`src/rtl/gcp_pkg.sv`:
```
// Grid cell partition: shared widths, register indexes, command/status types.
// No dependencies; imported by every module of the block.
`timescale 1ns / 1ps
`default_nettype none

package gcp_pkg;

    localparam int CountW   = 9;
    localparam int LatW     = 31;
    localparam int LonW     = 32;
    localparam int CoordW   = 32;
    localparam int IdxW     = 8;
    localparam int CfgIdxW  = 3;
    localparam int CfgDataW = 32;
    localparam int DvdW     = 32;
    localparam int DvsW     = 9;
    localparam int DivCntW  = 6;
    localparam int TrialW   = 5;
    localparam int OutW     = 4 * CoordW + 2 * IdxW;

    localparam logic [CountW-1:0]  MaxAgents = 9'd256;
    localparam logic [DivCntW-1:0] TrialBits = 6'd9;
    localparam logic [DivCntW-1:0] SpanBits  = 6'd32;
    localparam logic [DivCntW-1:0] IndexBits = 6'd8;

    localparam logic [CfgIdxW-1:0] CFG_AGENT_COUNT = 3'd0;
    localparam logic [CfgIdxW-1:0] CFG_NORTH_LAT   = 3'd1;
    localparam logic [CfgIdxW-1:0] CFG_WEST_LON    = 3'd2;
    localparam logic [CfgIdxW-1:0] CFG_SOUTH_LAT   = 3'd3;
    localparam logic [CfgIdxW-1:0] CFG_EAST_LON    = 3'd4;

    typedef enum logic [1:0] {
        DIV_TRIAL  = 2'd0,
        DIV_HEIGHT = 2'd1,
        DIV_WIDTH  = 2'd2,
        DIV_INDEX  = 2'd3
    } div_sel_t;

    typedef struct packed {
        logic     load_item;
        logic     div_start;
        div_sel_t div_sel;
        logic     take_trial;
        logic     next_trial;
        logic     take_height;
        logic     take_width;
        logic     take_index;
        logic     form_prod;
        logic     form_corner;
        logic     load_out;
    } gcp_cmd_t;

    typedef struct packed {
        logic single;
        logic trial_over;
        logic div_done;
        logic rem_zero;
        logic out_busy;
    } gcp_status_t;

endpackage

`default_nettype wire

```
`src/rtl/gcp_div.sv`:
```
// Shared restoring divider, one quotient bit per cycle over nbits bits.
// Depends on gcp_pkg for widths.
`timescale 1ns / 1ps
`default_nettype none

module gcp_div import gcp_pkg::*; (
    input  wire logic               aclk,
    input  wire logic               aresetn,
    input  wire logic               start,
    input  wire logic [DvdW-1:0]    dividend,
    input  wire logic [DvsW-1:0]    divisor,
    input  wire logic [DivCntW-1:0] nbits,
    output logic                    done,
    output logic [DvdW-1:0]         quotient,
    output logic [DvsW-1:0]         remainder
);

    logic [DivCntW-1:0] cnt_reg;
    logic               done_reg;
    logic [DvdW-1:0]    dvd_reg;
    logic [DvsW-1:0]    dvs_reg;
    logic [DvsW-1:0]    rem_reg;
    logic [DvsW-1:0]    rem_next;
    logic [DvdW-1:0]    quo_reg;
    logic [DivCntW-1:0] cnt_m1;
    logic [DvsW:0]      trial;
    logic               ge;

    assign cnt_m1 = cnt_reg - 6'd1;
    assign trial  = {rem_reg, dvd_reg[cnt_m1[4:0]]};
    assign ge     = trial >= {1'b0, dvs_reg};

    always_comb begin
        if (ge) begin
            rem_next = DvsW'(trial - {1'b0, dvs_reg});
        end else begin
            rem_next = trial[DvsW-1:0];
        end
    end

    always_ff @(posedge aclk) begin
        if (!aresetn) begin
            cnt_reg  <= '0;
            done_reg <= 1'b0;
        end else if (start) begin
            cnt_reg  <= nbits;
            done_reg <= 1'b0;
        end else if (cnt_reg != '0) begin
            cnt_reg  <= cnt_m1;
            done_reg <= (cnt_reg == 6'd1);
        end else begin
            done_reg <= 1'b0;
        end
    end

    always_ff @(posedge aclk) begin
        if (start) begin
            dvd_reg <= dividend;
            dvs_reg <= divisor;
            rem_reg <= '0;
            quo_reg <= '0;
        end else if (cnt_reg != '0) begin
            rem_reg <= rem_next;
            quo_reg <= {quo_reg[DvdW-2:0], ge};
        end
    end

    assign done      = done_reg;
    assign quotient  = quo_reg;
    assign remainder = rem_reg;

endmodule

`default_nettype wire

```
`src/rtl/gcp_datapath.sv`:
```
// Datapath: region registers, divisor search operands, spans, products, output beat.
// Depends on gcp_pkg and gcp_div.
`timescale 1ns / 1ps
`default_nettype none

module gcp_datapath import gcp_pkg::*; (
    input  wire logic                aclk,
    input  wire logic                aresetn,
    input  wire logic                cfg_wr_en,
    input  wire logic [CfgIdxW-1:0]  cfg_index,
    input  wire logic [CfgDataW-1:0] cfg_wdata,
    input  wire logic [IdxW-1:0]     s_tdata,
    input  wire gcp_cmd_t            cmd,
    output gcp_status_t              status,
    output logic                     m_tvalid,
    input  wire logic                m_tready,
    output logic [OutW-1:0]          m_tdata
);

    logic [CountW-1:0] count_reg;
    logic [LatW-1:0]   nlat_reg;
    logic [LonW-1:0]   wlon_reg;
    logic [LatW-1:0]   slat_reg;
    logic [LonW-1:0]   elon_reg;

    logic [CountW-1:0] n_clamp;
    logic [CoordW-1:0] nlat32, slat32, span_lat, span_lon;

    logic [IdxW-1:0]   idx_reg;
    logic [CountW-1:0] n_reg;
    logic [CoordW-1:0] span_lat_reg, span_lon_reg;
    logic [TrialW-1:0] c_reg;
    logic [DvsW-1:0]   rows_reg, cols_reg;
    logic [CoordW-1:0] height_reg, width_reg;
    logic [IdxW-1:0]   row_reg, col_reg;
    logic [CoordW-1:0] prod_lat_reg, prod_lon_reg;
    logic [CoordW-1:0] nw_lat_reg, nw_lon_reg;
    logic              single_reg;
    logic              m_tvalid_reg;
    logic [OutW-1:0]   m_tdata_reg;

    logic [2*TrialW-1:0]   c_sq;
    logic [IdxW+CoordW-1:0] mul_lat, mul_lon;
    logic [CoordW-1:0]     south, east;
    logic [IdxW-1:0]       out_row, out_col;

    logic [DvdW-1:0]    div_dvd;
    logic [DvsW-1:0]    div_dvs;
    logic [DivCntW-1:0] div_bits;
    logic               div_done;
    logic [DvdW-1:0]    div_quo;
    logic [DvsW-1:0]    div_rem;

    always_ff @(posedge aclk) begin
        if (!aresetn) begin
            count_reg <= 9'd1;
            nlat_reg  <= '0;
            wlon_reg  <= '0;
            slat_reg  <= '0;
            elon_reg  <= '0;
        end else if (cfg_wr_en) begin
            case (cfg_index)
                CFG_AGENT_COUNT: count_reg <= cfg_wdata[CountW-1:0];
                CFG_NORTH_LAT:   nlat_reg  <= cfg_wdata[LatW-1:0];
                CFG_WEST_LON:    wlon_reg  <= cfg_wdata[LonW-1:0];
                CFG_SOUTH_LAT:   slat_reg  <= cfg_wdata[LatW-1:0];
                CFG_EAST_LON:    elon_reg  <= cfg_wdata[LonW-1:0];
                default: ;
            endcase
        end
    end

    assign n_clamp = (count_reg > MaxAgents) ? MaxAgents : count_reg;
    assign nlat32  = {nlat_reg[LatW-1], nlat_reg};
    assign slat32  = {slat_reg[LatW-1], slat_reg};

    // absolute spans; exact differences fit 32 unsigned bits
    assign span_lat = ($signed(nlat_reg) < $signed(slat_reg)) ? (slat32 - nlat32)
                                                              : (nlat32 - slat32);
    assign span_lon = ($signed(wlon_reg) < $signed(elon_reg)) ? (elon_reg - wlon_reg)
                                                              : (wlon_reg - elon_reg);

    always_comb begin
        case (cmd.div_sel)
            DIV_TRIAL: begin
                div_dvd  = {{(DvdW-CountW){1'b0}}, n_reg};
                div_dvs  = {{(DvsW-TrialW){1'b0}}, c_reg};
                div_bits = TrialBits;
            end
            DIV_HEIGHT: begin
                div_dvd  = span_lat_reg;
                div_dvs  = rows_reg;
                div_bits = SpanBits;
            end
            DIV_WIDTH: begin
                div_dvd  = span_lon_reg;
                div_dvs  = cols_reg;
                div_bits = SpanBits;
            end
            DIV_INDEX: begin
                div_dvd  = {{(DvdW-IdxW){1'b0}}, idx_reg};
                div_dvs  = cols_reg;
                div_bits = IndexBits;
            end
            default: begin
                div_dvd  = '0;
                div_dvs  = cols_reg;
                div_bits = '0;
            end
        endcase
    end

    gcp_div u_div (
        .aclk      (aclk),
        .aresetn   (aresetn),
        .start     (cmd.div_start),
        .dividend  (div_dvd),
        .divisor   (div_dvs),
        .nbits     (div_bits),
        .done      (div_done),
        .quotient  (div_quo),
        .remainder (div_rem)
    );

    assign c_sq    = {{TrialW{1'b0}}, c_reg} * {{TrialW{1'b0}}, c_reg};
    assign mul_lat = {{CoordW{1'b0}}, row_reg} * {{IdxW{1'b0}}, height_reg};
    assign mul_lon = {{CoordW{1'b0}}, col_reg} * {{IdxW{1'b0}}, width_reg};

    always_ff @(posedge aclk) begin
        if (cmd.load_item) begin
            idx_reg      <= s_tdata;
            n_reg        <= n_clamp;
            span_lat_reg <= span_lat;
            span_lon_reg <= span_lon;
            c_reg        <= 5'd1;
            rows_reg     <= 9'd1;
            cols_reg     <= n_clamp;
            single_reg   <= status.single;
        end else begin
            if (cmd.next_trial) begin
                c_reg <= c_reg + 5'd1;
            end
            if (cmd.take_trial) begin
                rows_reg <= {{(DvsW-TrialW){1'b0}}, c_reg};
                cols_reg <= div_quo[DvsW-1:0];
            end
        end
        if (cmd.take_height) begin
            height_reg <= div_quo;
        end
        if (cmd.take_width) begin
            width_reg <= div_quo;
        end
        if (cmd.take_index) begin
            row_reg <= div_quo[IdxW-1:0];
            col_reg <= div_rem[IdxW-1:0];
        end
        if (cmd.form_prod) begin
            prod_lat_reg <= mul_lat[CoordW-1:0];
            prod_lon_reg <= mul_lon[CoordW-1:0];
        end
        if (cmd.form_corner) begin
            if (single_reg) begin
                nw_lat_reg <= nlat32;
                nw_lon_reg <= wlon_reg;
            end else begin
                nw_lat_reg <= nlat32 - prod_lat_reg;
                nw_lon_reg <= wlon_reg + prod_lon_reg;
            end
        end
        if (cmd.load_out) begin
            m_tdata_reg <= {out_col, out_row, east, south, nw_lon_reg, nw_lat_reg};
        end
    end

    always_comb begin
        if (single_reg) begin
            south   = slat32;
            east    = elon_reg;
            out_row = '0;
            out_col = '0;
        end else begin
            south   = nw_lat_reg - height_reg;
            east    = nw_lon_reg + width_reg;
            out_row = row_reg;
            out_col = col_reg;
        end
    end

    always_ff @(posedge aclk) begin
        if (!aresetn) begin
            m_tvalid_reg <= 1'b0;
        end else if (cmd.load_out) begin
            m_tvalid_reg <= 1'b1;
        end else if (m_tready) begin
            m_tvalid_reg <= 1'b0;
        end
    end

    assign status.single     = (n_clamp <= 9'd1);
    assign status.trial_over = c_sq > {{(2*TrialW-CountW){1'b0}}, n_reg};
    assign status.div_done   = div_done;
    assign status.rem_zero   = (div_rem == '0);
    assign status.out_busy   = m_tvalid_reg & ~m_tready;

    assign m_tvalid = m_tvalid_reg;
    assign m_tdata  = m_tdata_reg;

endmodule

`default_nettype wire

```
`src/rtl/gcp_ctrl.sv`:
```
// Controller: sequences divisor search, span and index divisions, corner forming.
// Depends on gcp_pkg command and status types.
`timescale 1ns / 1ps
`default_nettype none

module gcp_ctrl import gcp_pkg::*; (
    input  wire logic        aclk,
    input  wire logic        aresetn,
    input  wire logic        s_tvalid,
    output logic             s_tready,
    input  wire gcp_status_t status,
    output gcp_cmd_t         cmd
);

    typedef enum logic [8:0] {
        ST_IDLE       = 9'b000000001,
        ST_TRIAL      = 9'b000000010,
        ST_TRIAL_WAIT = 9'b000000100,
        ST_HT_WAIT    = 9'b000001000,
        ST_WD_WAIT    = 9'b000010000,
        ST_IX_WAIT    = 9'b000100000,
        ST_MUL        = 9'b001000000,
        ST_FORM       = 9'b010000000,
        ST_DONE       = 9'b100000000
    } state_t;

    state_t state_reg, state_next;

    always_ff @(posedge aclk) begin
        if (!aresetn) begin
            state_reg <= ST_IDLE;
        end else begin
            state_reg <= state_next;
        end
    end

    always_comb begin
        state_next = state_reg;
        cmd        = '0;
        cmd.div_sel = DIV_TRIAL;
        case (state_reg)
            ST_IDLE: begin
                if (s_tvalid) begin
                    cmd.load_item = 1'b1;
                    state_next    = status.single ? ST_FORM : ST_TRIAL;
                end
            end
            ST_TRIAL: begin
                cmd.div_start = 1'b1;
                if (status.trial_over) begin
                    cmd.div_sel = DIV_HEIGHT;
                    state_next  = ST_HT_WAIT;
                end else begin
                    state_next  = ST_TRIAL_WAIT;
                end
            end
            ST_TRIAL_WAIT: begin
                if (status.div_done) begin
                    cmd.next_trial = 1'b1;
                    cmd.take_trial = status.rem_zero;
                    state_next     = ST_TRIAL;
                end
            end
            ST_HT_WAIT: begin
                if (status.div_done) begin
                    cmd.take_height = 1'b1;
                    cmd.div_start   = 1'b1;
                    cmd.div_sel     = DIV_WIDTH;
                    state_next      = ST_WD_WAIT;
                end
            end
            ST_WD_WAIT: begin
                if (status.div_done) begin
                    cmd.take_width = 1'b1;
                    cmd.div_start  = 1'b1;
                    cmd.div_sel    = DIV_INDEX;
                    state_next     = ST_IX_WAIT;
                end
            end
            ST_IX_WAIT: begin
                if (status.div_done) begin
                    cmd.take_index = 1'b1;
                    state_next     = ST_MUL;
                end
            end
            ST_MUL: begin
                cmd.form_prod = 1'b1;
                state_next    = ST_FORM;
            end
            ST_FORM: begin
                cmd.form_corner = 1'b1;
                state_next      = ST_DONE;
            end
            ST_DONE: begin
                if (!status.out_busy) begin
                    cmd.load_out = 1'b1;
                    state_next   = ST_IDLE;
                end
            end
            default: begin
                state_next = ST_IDLE;
            end
        endcase
    end

    assign s_tready = (state_reg == ST_IDLE);

endmodule

`default_nettype wire

```
`src/rtl/grid_cell_partition_core.sv`:
```
// Top level of the grid cell partition block: controller plus datapath.
// Depends on gcp_pkg, gcp_ctrl, gcp_datapath (and gcp_div below it).
//
//  channel  | direction | beat contents
//  s_       | in        | tdata[7:0] agent_index
//  m_       | out       | tdata: north_lat, west_lon, south_lat, east_lon, row, column
//  cfg_     | in        | index 0..4: agent_count, north, west, south, east
//
// One request runs a trial division for each c with c*c <= N (N = clamped agent count,
// at most 256); N of 0 or 1 skips all divisions. All divisions share one restoring divider
// that yields a quotient bit per cycle: 9-bit trial divisions, two 32-bit span
// divisions and one 8-bit index division. Reset is synchronous, active low.
// A finished beat sits in the output register; the next request is taken meanwhile
// and only its final load waits for m_tready.
`timescale 1ns / 1ps
`default_nettype none

module grid_cell_partition_core import gcp_pkg::*; (
    input  wire logic                aclk,
    input  wire logic                aresetn,
    input  wire logic                cfg_wr_en,
    input  wire logic [CfgIdxW-1:0]  cfg_index,
    input  wire logic [CfgDataW-1:0] cfg_wdata,
    input  wire logic                s_tvalid,
    output logic                     s_tready,
    input  wire logic [IdxW-1:0]     s_tdata,   // [7:0] agent_index
    output logic                     m_tvalid,
    input  wire logic                m_tready,
    // [31:0] cell_north_lat, [63:32] cell_west_lon, [95:64] cell_south_lat,
    // [127:96] cell_east_lon, [135:128] cell_row, [143:136] cell_column
    output logic [OutW-1:0]          m_tdata
);

    gcp_cmd_t    cmd;
    gcp_status_t status;

    gcp_ctrl u_ctrl (
        .aclk     (aclk),
        .aresetn  (aresetn),
        .s_tvalid (s_tvalid),
        .s_tready (s_tready),
        .status   (status),
        .cmd      (cmd)
    );

    gcp_datapath u_dp (
        .aclk      (aclk),
        .aresetn   (aresetn),
        .cfg_wr_en (cfg_wr_en),
        .cfg_index (cfg_index),
        .cfg_wdata (cfg_wdata),
        .s_tdata   (s_tdata),
        .cmd       (cmd),
        .status    (status),
        .m_tvalid  (m_tvalid),
        .m_tready  (m_tready),
        .m_tdata   (m_tdata)
    );

endmodule

`default_nettype wire

```
`config.mk`:
```
export PLATFORM = sky130hd
export DESIGN_NAME = grid_cell_partition_core
export DESIGN_NICKNAME = d
export VERILOG_FILES = /design/src/rtl/gcp_pkg.sv /design/src/rtl/gcp_div.sv /design/src/rtl/gcp_datapath.sv /design/src/rtl/gcp_ctrl.sv /design/src/rtl/grid_cell_partition_core.sv
export SDC_FILE = /design/constraint.sdc
export NUM_CORES = 2
export LEC_CHECK = 0
export BUFFER_PORTS_ARGS = -buffer_cell sky130_fd_sc_hd__buf_2
export CAP_MARGIN = 20
export CELL_PAD_IN_SITES_DETAIL_PLACEMENT = 2
export CELL_PAD_IN_SITES_GLOBAL_PLACEMENT = 2
export CORE_ASPECT_RATIO = 0.8
export CORE_MARGIN = 2
export CORE_UTILIZATION = 45
export DETAILED_ROUTE_END_ITERATION = 16
export HOLD_SLACK_MARGIN = 0.05
export PLACE_DENSITY = 0.85
export SYNTH_ARGS = -nofsm -noshare
export SYNTH_HDL_FRONTEND = slang
export SYNTH_SLANG_ARGS = --single-unit
export TNS_END_PERCENT = 50
```
`constraint.sdc`:
```
create_clock -name aclk -period 11.9 [get_ports aclk]
set_input_delay 1.19 -clock aclk [delete_from_list [all_inputs] [get_ports aclk]]
set_output_delay 1.19 -clock aclk [all_outputs]
set_load 0.1 [all_outputs]
```
After elaboration in Yosys (flattened, before gate mapping)
Cells that the tools add are included.

storage, ports and cells
  output and inout port bits = 146
  memory bits (read-only) = 0
  memories = 0
  bits in latches = 0
  memory bits (writable) = 0
  logic and storage cells = 139
  flip-flop bits (word level) = 687

operators by class
  reduce and logical (&&, ||, !) cells = 16
  multipliers = 3
  bitwise operators = 4
  $add $sub $neg = 11
  magnitude comparators = 7
  divide/modulo/power cells = 0
  shift-type cells = 0
  equal/unequal tests = 23
  mux-type cells = 44

operators by type and width
  operator              count
  $mux W32              6
  $pmux W32 S4          1
  $sub A32 B32 Y32      4
  $mux W9               10
  $pmux W9 S9           1
  $add A32 B32 Y32      2
  $mul A8 B32 Y32       2
  $sub A31 B31 Y32      2
  $lt A32 B32 Y1        1
  $lt A31 B31 Y1        1
  $pmux W9 S3           1
  $pmux W6 S3           1
  $mux W1               14
  $mux W6               2
  $ge A10 B9 Y1         1
  $gt A10 B9 Y1         1
  $mul A5 B5 Y10        1
  $reduce_and A2 Y1     5
  $eq A9 B1 Y1 const B  1
  $eq A9 B2 Y1 const B  1
  $eq A9 B3 Y1 const B  1
  $eq A9 B4 Y1 const B  1
  $eq A9 B5 Y1 const B  1
  $eq A9 B6 Y1 const B  1
  other kinds (33)      46

Depth between registers and ports, before layout
  word-level depth = 8
  gate-level depth with buffers = 27
  mapped depth without buffers = 24

By module
A second synthesis with hierarchy kept.

second synthesis, totals
  cell total of the unflattened synthesis = 5,331
  area total of the unflattened synthesis = 51,780.9 µm²

modules (own cells, without submodules)
  module        instances  cells an instance  area an instance (µm²)
  gcp_datapath  1          4,904              47,305.4
  gcp_div       1          337                3,796.1
  gcp_ctrl      1          90                 679.4

Worst setup path before layout
Ideal clock, no wire load.

  path type = input port to flip-flop
  start point = input port m_tready
  end point = register u_dp.m_tdata_reg[0], in the netlist u_dp.m_tdata[0] (enable)
  library setup time = 0.664 ns
  stages on the path = 2
  required time = 11.236 ns
  arrival = 7.650 ns
  path slack = 3.586 ns
  path through = nand2b_1 > nor2b_1

RTL lines
  what                  line                            text
  start, declared       grid_cell_partition_core.sv:28  input wire logic m_tready,
  end signal, assigned  gcp_datapath.sv:172             m_tdata_reg <= {out_col, out_row, east, south, nw_lon_reg, nw_lat_reg};
  end, declared         gcp_datapath.sv:40              logic [OutW-1:0] m_tdata_reg;

Worst setup path after layout
  start point = register u_dp.col_reg[5]
  end point = register u_dp.prod_lon_reg[31], data pin

on the way
  word-level cells in the longest chain between the ends = 1

ends and longest elaborated chain
  what                        line                 text
  start, declared             gcp_datapath.sv:35   logic [IdxW-1:0] row_reg, col_reg;
  start signal, assigned      gcp_datapath.sv:156  col_reg <= div_rem[IdxW-1:0];
  $mul A8 B32 Y32             gcp_datapath.sv:127  assign mul_lon = {{CoordW{1'b0}}, col_reg} * {{IdxW{1'b0}}, width_reg};
  named net u_dp.mul_lon[31]  gcp_datapath.sv:43   logic [IdxW+CoordW-1:0] mul_lat, mul_lon;
  end signal, assigned        gcp_datapath.sv:160  prod_lon_reg <= mul_lon[CoordW-1:0];
  end, declared               gcp_datapath.sv:36   logic [CoordW-1:0] prod_lat_reg, prod_lon_reg;

The timed path passes the listed nets, and every way through them passes these cells.
A chain may end at the register's enable or synchronous reset.

==> impl_metrics.yaml <==
clocking:
  cts_tree: "done"
  root_buffer: "clkbuf_16"
  cts_buffers: 77
  cts_hold_buf: 0
  cts_sinks: 687
  cts_max_level: 3
  cts_resized: 0
  clk_latency_ps: 700
  cts_setup_buffers: 0
  cts_buffer_depth: 3
  clk_pin_slew_ps: 70
die:
  core-area_mm2: 0.113
  die_h_um: 305
  io_pins: 194
  num_rows: 110
  die_w_um: 381
  start_util_pct: 45.3
  dieArea_mm2: 0.116
layout:
  fin_cells: 6976
  syn2layout_area_growth_pct: 9.76
  final_common_cell: "nand2_1"
  fin_util_pct: 49.8
  layout_common_cells: "nand2_1, inv_1, edfxtp_1"
  largest_reg_flops: 144
  drive_gt1_share_pct: 7.97
  layout.nets: 6132
  fill_cells: 11800
worst_setup_path:
  cp.arrival_ps: 7340
  crit_type: "flip-flop to flip-flop"
  crit_path_max_fanout: 28
  end_kind: "flip-flop"
  crit_required_ps: 12340
  startpoint_type: "flip-flop"
power_and_ir_drop:
  comb_power_share_pct: 23.2
  power_density_mw_per_mm2: 134
  p_switching_mw: 2.66
  p_seq_share_pct: 42.3
  pwr-share-clk_pct: 34.4
  intPower_mw: 4.83
  leakagePower_nw: 23.0
  max-vdd-ir-drop_mv: 0.129
  p_sw_share_pct: 35.5
yosys:
  ys_seq_area_share_pct: 36.4
  synthFlopType: "edfxtp_1"
  synth.ff_latch_count: 687
  syn_inst: 5315
  yosys.area_share.simple_pct: 14.9
  yosys.area.top_type: "edfxtp_1"
  ys_warn_count: 0
  synth_top_area_share_pct: 28.5
  synth-edff-count: 484
  synth-xor-area-share_pct: 4.25
  synth_compound_area_share_pct: 15.3
  syn_nets: 6052
  synth_top_family_by_area: "adder cells"
  syn_area_mm2: 0.0511
  async_reset_ff_share_pct: 0
  muxShareOfSynthArea_pct: 1.69
  synth_area_leaders: "edfxtp_1, fa_1, ha_1"
  syn_area_per_cell_um2: 9.61
  yosysUniqueCellTypes: 92
  synth-adder-area-share_pct: 21.6
timing:
  setup_ws_ps: 5010
  fin_crit_ps: 6890
  worst_slew_pin_slew_ps: 1180
  finClkSkew_ps: 30.4
  hold_viol_final: 0
  slew_headroom_pct: 20.7
  whs_ps: 461
  fin_crit_sh_pct: 57.9
  rsz0062_at_grt: "no"
  max_freq_mhz: 145
  setup_viol: 0
  fin_setup_tns_ps: 0
  maxSlewViolCount: 0
placed_design:
  dpl.hpwl_mm: 158
  dpl.cell_count: 6822
  globalplace.congestion: 0.937
  place_ws_ps: 5340
  io_buffers: 193
route:
  routed_via_density: 6.20
  drtIter0Drc: 4131
  firstDrtPassIters: 7
  dr_total_vias: 43300
  avgRoutedWirePerCell_um: 31.2
  ant_nets: 0
  wirelength_mm: 218
  drc_errors: 0
global_routing:
  grt_util_all_layers_pct: 36.8
  grt_pass1_wl_mm: 321
  antenna_found_initial: 23
  grt_overflow: 0
  grt_max_degree: 126
  grt_pass1_vias: 47200
run:
  maxCapViolations: 0
min_path:
  hp-class: "flip-flop to flip-flop"
run_status:
  status: "finished, final reports clean"
[worst max-delay path, cell delays in order, from the launching register on]
cell	delay [ps]
edfxtp_1	1060
nand2_1	260
fa_1	590
fa_1	510
inv_1	60
fa_1	480
inv_1	50
fa_1	390
inv_1	110
ha_1	280
o21ai_0	360
nand2_1	130
o21ai_0	110
a311oi_1	100
o31ai_1	440
a21boi_1	270
a2111oi_0	480
nor3_1	200
a211oi_1	420
a21oi_1	160
xnor2_1	150
[cells by family (layout without fill, tap and decap cells)]
family / after synthesis / count (layout)
buffers and inverters: 773 / 918
other: 0 / 4
AOI/OAI and AO/OA: 1190 / 1190
DFF: 687 / 687
adders and majority gates: 689 / 689
muxes: 71 / 71
xor gates and xnor gates: 248 / 248
and+or+nand+nor: 1657 / 1657
[synthesized netlist by cell type (8+ instances only)]
cell type	n
a2111oi_0	9
a211o_1	13
a211oi_1	34
a21boi_0	150
a21o_1	139
a21oi_1	297
a222oi_1	8
a22oi_1	27
a311oi_1	8
a31oi_1	24
and2_1	217
and3_1	30
buf_1	13
buf_2	10
clkbuf_1	200
dfxtp_1	203
edfxtp_1	484
fa_1	324
ha_1	365
inv_1	538
mux2_2	17
mux2i_1	43
mux4_2	10
nand2_1	870
nand2b_1	42
nand3_1	75
nand4_1	24
nor2_1	203
nor2b_1	73
nor3_1	48
nor3b_1	8
nor4_1	14
o211ai_1	12
o21a_1	52
o21ai_0	232
o21ai_1	21
o21bai_1	41
o31ai_1	31
or2_2	9
or3_1	19
xnor2_1	155
xor2_1	93
[metrics by stage]
| stage | total power, mW | area [um2] |
|---|---|---|
| final | 7.50 | 56000 |
| after global routing | 7.69 | 56000 |
| after CTS | 7.45 | 55900 |
| after detailed placement | 4.83 | 53300 |
| after global placement | 4.71 | 53300 |
| after floorplan | 4.13 | 51100 |
[final cells by class]
class                           instances  area (um2)  share of cell area [%]
Clock inverter                         34         388                   0.692
Sequential cell                       687       18600                    33.2
Multi-Input combinational cell       3855       29500                    52.7
Tap cell                             1512        1890                    3.38
Inverter                              540        2030                    3.62
Antenna cell                            4        10.0                  0.0179
Timing Repair Buffer                  234        1390                    2.47
Clock buffer                          110        2200                    3.93
[routing by layer]
layer / GRT usage, % / up-vias / share of wire [%] / wire length, um
met4: 16.6 / 12 / 5.0 / 10800
met3: 6.94 / 525 / 7.7 / 16800
met1: 48.0 / 22700 / 41 / 88600
li1: - / 18200 / - / -
met2: 59.5 / 1811 / 47 / 102000
met5: 0 / - / 0.036 / 79
[worst paths after layout]
check	from	end	slack (ps)	cells past startpoint
hold reg to reg	u_dp.nw_lon_reg[0]	u_dp.m_tdata[32]	460	0
setup / recovery	u_dp.col_reg[5]	u_dp.prod_lon_reg[31]	5010	20
setup reg to reg	u_dp.col_reg[5]	u_dp.prod_lon_reg[31]	5010	20
hold / removal	u_dp.nw_lon_reg[0]	u_dp.m_tdata[32]	460	0
[power by group through the flow]
| stage | registers (mW) | logic, mW | clock network (mW) |
|---|---|---|---|
| after floorplan | 3.04 | 1.10 | 0 |
| after detailed placement | 3.19 | 1.64 | 0 |
| final | 3.17 | 1.74 | 2.58 |
| after global placement | 3.17 | 1.54 | 0 |
| after CTS | 3.16 | 1.70 | 2.60 |
| after global routing | 3.17 | 1.85 | 2.67 |
No activity file was read; power rests on OpenSTA's default activity.
